--- src/hw/rtl/gmt_pkg.sv ---
// ============================================================================
// gmt_pkg
// Shared types and constants for the group membership table.
// ============================================================================
package gmt_pkg;

    // Field widths
    localparam int GID_W      = 8;
    localparam int OP_W       = 3;
    localparam int STATUS_W   = 3;
    localparam int CNT_W      = 7;
    localparam int IN_TDATA_W = 16;
    localparam int OUT_TDATA_W = 16;

    // Reserved marker held by an empty slot
    localparam logic [GID_W-1:0] EMPTY_MARK = 8'hFF;

    // Operation codes; unlisted codes behave as a query
    typedef enum logic [OP_W-1:0] {
        OP_QUERY     = 3'd0,
        OP_ADD       = 3'd1,
        OP_REMOVE    = 3'd2,
        OP_CLEAR     = 3'd3,
        OP_CLEAR_ADD = 3'd4
    } op_t;

    // Result status codes
    typedef enum logic [STATUS_W-1:0] {
        ST_DONE      = 3'd0,
        ST_PRESENT   = 3'd1,
        ST_NOT_FOUND = 3'd2,
        ST_FULL      = 3'd3,
        ST_EMPTY     = 3'd4,
        ST_INVALID   = 3'd5
    } status_t;

    // Summary flags from the slot lookup
    typedef struct packed {
        logic hit;       // id found in some slot
        logic has_free;  // at least one slot holds the empty marker
    } lkp_flags_t;

endpackage

--- src/hw/rtl/gmt_lookup.sv ---
// ============================================================================
// gmt_lookup
// Parallel compare of one group id against every slot, with lowest-match
// and lowest-free one-hot selection.
// ============================================================================
module gmt_lookup
    import gmt_pkg::*;
#(
    parameter int SLOT_COUNT = 8
)
(
    input  logic [SLOT_COUNT-1:0][GID_W-1:0] slots,
    input  logic [GID_W-1:0]                 id,
    output logic [SLOT_COUNT-1:0]            match_oh,
    output logic [SLOT_COUNT-1:0]            free_oh,
    output lkp_flags_t                       flags
);

    logic [SLOT_COUNT-1:0] match_vec;
    logic [SLOT_COUNT-1:0] free_vec;
    logic                  id_ok;

    // Per-slot compares; the empty marker never matches
    assign id_ok = (id != EMPTY_MARK);

    always_comb
    begin
        for (int k = 0; k < SLOT_COUNT; k++)
        begin
            match_vec[k] = id_ok && (slots[k] == id);
            free_vec[k]  = (slots[k] == EMPTY_MARK);
        end
    end

    // Keep only the lowest set bit of each vector
    assign match_oh = match_vec & (~match_vec + 1'b1);
    assign free_oh  = free_vec & (~free_vec + 1'b1);

    assign flags.hit      = |match_vec;
    assign flags.has_free = |free_vec;

endmodule

--- src/hw/rtl/group_membership_table.sv ---
// A result word is registered and appears in the cycle after its input word is accepted.
// Throughput: one word per cycle; the slot compare and first-free encoder
// finish within the cycle, and the output register lets input proceed while
// a result waits, as long as the downstream side takes one word per cycle.
// Reset: asynchronous, active low; every slot holds the empty marker, count 0.
// ============================================================================
// group_membership_table
// Small associative set of group ids with first-free-slot insertion,
// query, remove and clear, one result word per input word.
// ============================================================================
module group_membership_table
    import gmt_pkg::*;
#(
    parameter int SLOT_COUNT = 8
)
(
    input  logic                   clk,
    input  logic                   rst_n,
    // [2:0] operation, [10:3] group_id, [15:11] zero
    input  logic [IN_TDATA_W-1:0]  s_axis_tdata,
    input  logic                   s_axis_tvalid,
    output logic                   s_axis_tready,
    input  logic                   s_axis_tlast,   // message_end
    // [0] is_member, [3:1] status, [10:4] group_count, [15:11] zero
    output logic [OUT_TDATA_W-1:0] m_axis_tdata,
    output logic                   m_axis_tvalid,
    input  logic                   m_axis_tready,
    output logic                   m_axis_tlast    // message_done
);

    localparam logic [CNT_W-1:0] FULL_CNT = CNT_W'(SLOT_COUNT);

    // Table state
    logic [SLOT_COUNT-1:0][GID_W-1:0] slots_reg, slots_next;
    logic [CNT_W-1:0]                 count_reg, count_next;

    // Output register
    logic                out_valid_reg;
    logic                out_member_reg, member_next;
    status_t             out_status_reg, status_next;
    logic [CNT_W-1:0]    out_count_reg;
    logic                out_last_reg;

    logic [OP_W-1:0]       op_bits;
    logic [GID_W-1:0]      id;
    logic                  id_ok;
    logic                  full;
    logic                  accept;
    logic [SLOT_COUNT-1:0] match_oh;
    logic [SLOT_COUNT-1:0] free_oh;
    lkp_flags_t            flags;

    // Input unpack and handshake
    assign op_bits       = s_axis_tdata[OP_W-1:0];
    assign id            = s_axis_tdata[OP_W +: GID_W];
    assign id_ok         = (id != EMPTY_MARK);
    assign full          = (count_reg >= FULL_CNT);
    assign s_axis_tready = !out_valid_reg || m_axis_tready;
    assign accept        = s_axis_tvalid && s_axis_tready;

    gmt_lookup #(
        .SLOT_COUNT (SLOT_COUNT)
    ) u_lookup (
        .slots    (slots_reg),
        .id       (id),
        .match_oh (match_oh),
        .free_oh  (free_oh),
        .flags    (flags)
    );

    // Operation decode and next table state
    always_comb
    begin
        slots_next  = slots_reg;
        count_next  = count_reg;
        status_next = ST_DONE;
        member_next = 1'b0;
        case (op_t'(op_bits))
            OP_ADD:
            begin
                if (!id_ok)
                    status_next = ST_INVALID;
                else if (full)
                begin
                    status_next = ST_FULL;
                    member_next = flags.hit;
                end
                else if (flags.hit)
                begin
                    status_next = ST_PRESENT;
                    member_next = 1'b1;
                end
                else if (!flags.has_free)
                    status_next = ST_FULL;
                else
                begin
                    for (int k = 0; k < SLOT_COUNT; k++)
                        if (free_oh[k])
                            slots_next[k] = id;
                    count_next  = count_reg + 1'b1;
                    member_next = 1'b1;
                end
            end
            OP_REMOVE:
            begin
                if (!id_ok)
                    status_next = ST_INVALID;
                else if (count_reg == '0)
                    status_next = ST_EMPTY;
                else if (!flags.hit)
                    status_next = ST_NOT_FOUND;
                else
                begin
                    for (int k = 0; k < SLOT_COUNT; k++)
                        if (match_oh[k])
                            slots_next[k] = EMPTY_MARK;
                    count_next = count_reg - 1'b1;
                end
            end
            OP_CLEAR:
            begin
                for (int k = 0; k < SLOT_COUNT; k++)
                    slots_next[k] = EMPTY_MARK;
                count_next = '0;
            end
            OP_CLEAR_ADD:
            begin
                // After the clear, the new id lands in the lowest slot
                for (int k = 0; k < SLOT_COUNT; k++)
                    slots_next[k] = EMPTY_MARK;
                if (id_ok)
                begin
                    slots_next[0] = id;
                    count_next    = CNT_W'(1);
                    member_next   = 1'b1;
                end
                else
                begin
                    count_next  = '0;
                    status_next = ST_INVALID;
                end
            end
            default:
            begin
                // Query, also taken by the unused codes
                if (!id_ok)
                    status_next = ST_INVALID;
                else
                begin
                    status_next = flags.hit ? ST_DONE : ST_NOT_FOUND;
                    member_next = flags.hit;
                end
            end
        endcase
    end

    // Table state registers
    always_ff @(posedge clk or negedge rst_n)
    begin
        if (!rst_n)
        begin
            for (int k = 0; k < SLOT_COUNT; k++)
                slots_reg[k] <= EMPTY_MARK;
            count_reg <= '0;
        end
        else if (accept)
        begin
            slots_reg <= slots_next;
            count_reg <= count_next;
        end
    end

    // Output valid
    always_ff @(posedge clk or negedge rst_n)
    begin
        if (!rst_n)
            out_valid_reg <= 1'b0;
        else if (accept)
            out_valid_reg <= 1'b1;
        else if (m_axis_tready)
            out_valid_reg <= 1'b0;
    end

    // Output payload
    always_ff @(posedge clk)
    begin
        if (accept)
        begin
            out_member_reg <= member_next;
            out_status_reg <= status_next;
            out_count_reg  <= count_next;
            out_last_reg   <= s_axis_tlast;
        end
    end

    assign m_axis_tvalid = out_valid_reg;
    assign m_axis_tlast  = out_last_reg;
    assign m_axis_tdata  = {(OUT_TDATA_W - 1 - STATUS_W - CNT_W)'(0),
                            out_count_reg, out_status_reg, out_member_reg};

endmodule

--- config.mk ---
export PLATFORM = sky130hd
export DESIGN_NAME = group_membership_table
export DESIGN_NICKNAME = d
export VERILOG_FILES = /design/src/hw/rtl/gmt_pkg.sv /design/src/hw/rtl/gmt_lookup.sv /design/src/hw/rtl/group_membership_table.sv
export SDC_FILE = /design/constraint.sdc
export NUM_CORES = 1
export LEC_CHECK = 0
export BUFFER_PORTS_ARGS = -buffer_cell sky130_fd_sc_hd__buf_2
export CORE_UTILIZATION = 45
export CTS_CLUSTER_SIZE = 10
export DETAILED_ROUTE_END_ITERATION = 12
export PLACE_DENSITY = 0.59
export SLEW_MARGIN = 5
export SYNTH_ARGS = -nofsm -noshare
export SYNTH_HDL_FRONTEND = slang
export SYNTH_SLANG_ARGS = --single-unit
--- constraint.sdc ---
create_clock -name clk -period 4.6 [get_ports clk]
set_input_delay 0.92 -clock clk [delete_from_list [all_inputs] [get_ports clk]]
set_output_delay 0.92 -clock clk [all_outputs]
set_load 0.01 [all_outputs]
==> results.md <==
- Final hold vios: 0
- Overall global routing resource usage: 0.226
- Reg2Reg Setup Slack: 1.35 ns
- RSZ-0062 raised after global routing: no
- Min Hold Slack: 0.523 ns
- Row cnt: 38
- RePlAce Congestion: 0.831
- Core area: 11,000 µm²
- Nets: 524
- Syn Area/Cell: 10.9 µm²
- DR DRC count: 0
- CP max-delay cell: or3_1
- Switching share of total power: 0.302
- Area leader, netlist: dfstp_2
- Final core occ: 0.519
- Setup Slack @ Placement: 0.497 ns
- Fin Clk Skew: 0.0103 ns
- Largest family of logic cells by synthesized area: simple AND/OR/NAND/NOR gates
- Clock Pin Slew Worst Setup and Hold Paths: 0.06 ns
- Sink Count: 84
- Pins Over Slew Limit: 0
- Reg-to-reg startpoint: slots_reg[29]
- First-iteration detailed-routing DRC count: 194
- Layout cells sized above 1: 0.383
- Required time worst endpoint: 4.88 ns
- Setup Fix Bufs, Post-CTS: 0
- PwrDens: 481 nW/µm²
- Top_reg_cell synth: dfstp_2
- Area Overhead vs Synth: 10.7%
- Die Ht: 109 µm
- Slowest stage delay, CP: 0.68 ns
- Net load switching power: 0.829 mW
- Most frequent cell after synthesis: dfstp_2
- Combinational power share: 0.261
- Synth Area in Compound Gates: 0.0949
- Grt total ovfl: 0
- Die Wd: 109 µm
- First-pass GRT wire length: 19.6 mm
- Dpl cells: 630
- HPWL Detailed: 8.76 mm
- Vias per cell: 5.76
- CP startpoint: s_axis_tdata[9]
- Mapped Area: 5150 µm²
- Leakage: 2.27 nW
- Top cells by count, synth: dfstp_2 (64), xor2_1 (49), nor2_1 (35), mux2_2 (32), a21oi_1 (25)
- Starting Density: 0.469
- CP Capture Type: flip-flop
- Worst-case clock buffer depth: 2
- Min-delay worst type: flip-flop to flip-flop
- Max Fclk: 0.266 GHz
- Max-capacitance violation count: 0
- # port buffers: 29
- Post-route cell area: 5710 µm²
- Setup WS post-layout: 0.847 ns
- Crit share post-route: 0.816
- H-tree Lvls: 3
- Pwr Total: 2.74 mW
- DRT antenna net count: 0
- Cell area after placement: 5410 µm²
- CP Class: input port to flip-flop
- Finished Layout Cells: 646
- Max FFs per register: 64
- Worst setup SP type: input port
- Status: complete, no violations
- Setup violators final: 0
- Clk Latency, worst-skew pair: 0.35 ns
- Max_slew headroom: 0.274
- Adder-Cell Fraction of Synth Area: 0.00486
- Simple-gate portion of the synthesized area: 0.165
- WL per Instance: 18.9 µm
- N_diodes: 0
- Synthesized-area fraction occupied by xor and xnor cells: 0.110
- Vias in the first global route: 3,562
- VDD IR-drop max: 0.236 mV
- Critical path cell sequence: buf_2 -> nand4_1 -> or2_1 -> and3_1 -> or4b_4 -> o31ai_4 -> nand4_4 -> or3_1 -> mux2_4
- Fraction of registers with async set or reset after synthesis: 0.857
- Clock power frac: 0.261
- Largest net degree at the start of global routing: 50
- Crit path to: slots_reg[45]
- Syn. warnings: 0
- Yosys cell types: 53
- Num CTS Buffers: 9
- Data arrival, critical path: 4.03 ns
- Post-cts hold buffer count: 0
- Int Pwr: 1.91 mW
- Worst slew pin tran: 1.09 ns
- Fillcell total: 956
- Sequential area share after synthesis: 0.435
- Vias: 3,719
- Total Neg Setup Slack: 0 ns
- Antenna violations before repair: 0
- Synth area leaders: dfstp_2 (33%), xor2_1 (8.3%), edfxtp_1 (7.0%), mux2_2 (7.0%), mux2_4 (7.0%)
- Post-synth EDFFs: 12
- Multiplexer area fraction after synthesis: 0.144
- CTS tree: yes
- Tmin final: 3.75 ns
- Die area: 11,900 µm²
- Root Buffer: clkbuf_16
- Drt pass-1 iters: 5
- Reg-to-reg endpoint: slots_reg[45]
- Post-cts resize count: 0
- CP Max Fanout: 9
- # IOs: 40
- Post-Synthesis Cells: 472
- WL final: 12.2 mm
- R2r worst-path depth: 8
- Post-synth top area share: 0.326
- Sequential share of power: 0.478
- Synth Register Bits: 84
## cells by family after synthesis
logic type               Yosys count
AND/OR/NAND/NOR                  151
flip-flops                        84
AO/OA/AOI/OAI                     70
XOR/XNOR                          65
multiplexers                      58
buffers and inverters             41
adder cells (fa/ha/maj)            2
other                              1
## cell type report
class / count / area (µm²) / share of cell area
multi-input cells: 351 / 2690 / 0.472
flip-flops and latches: 84 / 2240 / 0.393
repair buffers: 45 / 265 / 0.0465
clock buffers: 10 / 229 / 0.0401
well taps: 140 / 175 / 0.0307
clock inverters: 6 / 63.8 / 0.0112
inverters: 10 / 37.5 / 0.00658
## power by group through the flow
stage                     sequential [mW]  clock (mW)  combinational [mW]
after global placement               1.30           0               0.694
after global routing                 1.34       0.773               0.790
after CTS                            1.31       0.739               0.715
after floorplan                      1.27           0               0.581
after detailed placement             1.32           0               0.711
final                                1.31       0.716               0.714
## critical path: cells and delay by family
kind / cells / cell delay (ns)
simple gates: 6 / 2.16
compound gates: 1 / 0.29
buf+inv: 1 / 0.26
mux: 1 / 0.38
## layout by cell type, fill, tap and decap left out, types with 10 or more instances in the layout
master / n
nand3_1: 13
buf_4: 16
nand4_1: 24
xor2_1: 49
a21oi_1: 25
xnor2_1: 16
buf_2: 29
inv_1: 10
nand2_1: 10
nor4_1: 22
dfstp_2: 64
nand2b_1: 16
o21ai_0: 17
edfxtp_1: 12
nor2_1: 35
mux2_4: 24
mux2_2: 32
## metal layers
metal	wire length, µm	GRT usage
met1	6120	0.331
met2	5280	0.322
met3	645	0.0490
met4	177	0.0840
met5	0	0
## worst min-delay path by stage
stage / from / endpoint / slack, ns / cells past startpoint
after global routing: slots_reg[5] / slots_reg[5] / 0.53 / 1
after floorplan: slots_reg[5] / slots_reg[5] / 0.50 / 1
final: slots_reg[5] / slots_reg[5] / 0.52 / 1
after CTS: slots_reg[5] / slots_reg[5] / 0.52 / 1
after detailed placement: slots_reg[5] / slots_reg[5] / 0.52 / 1
after global placement: m_axis_tvalid / m_axis_tvalid / 0.50 / 2
Note: power is estimated with default switching activity, not from simulation.
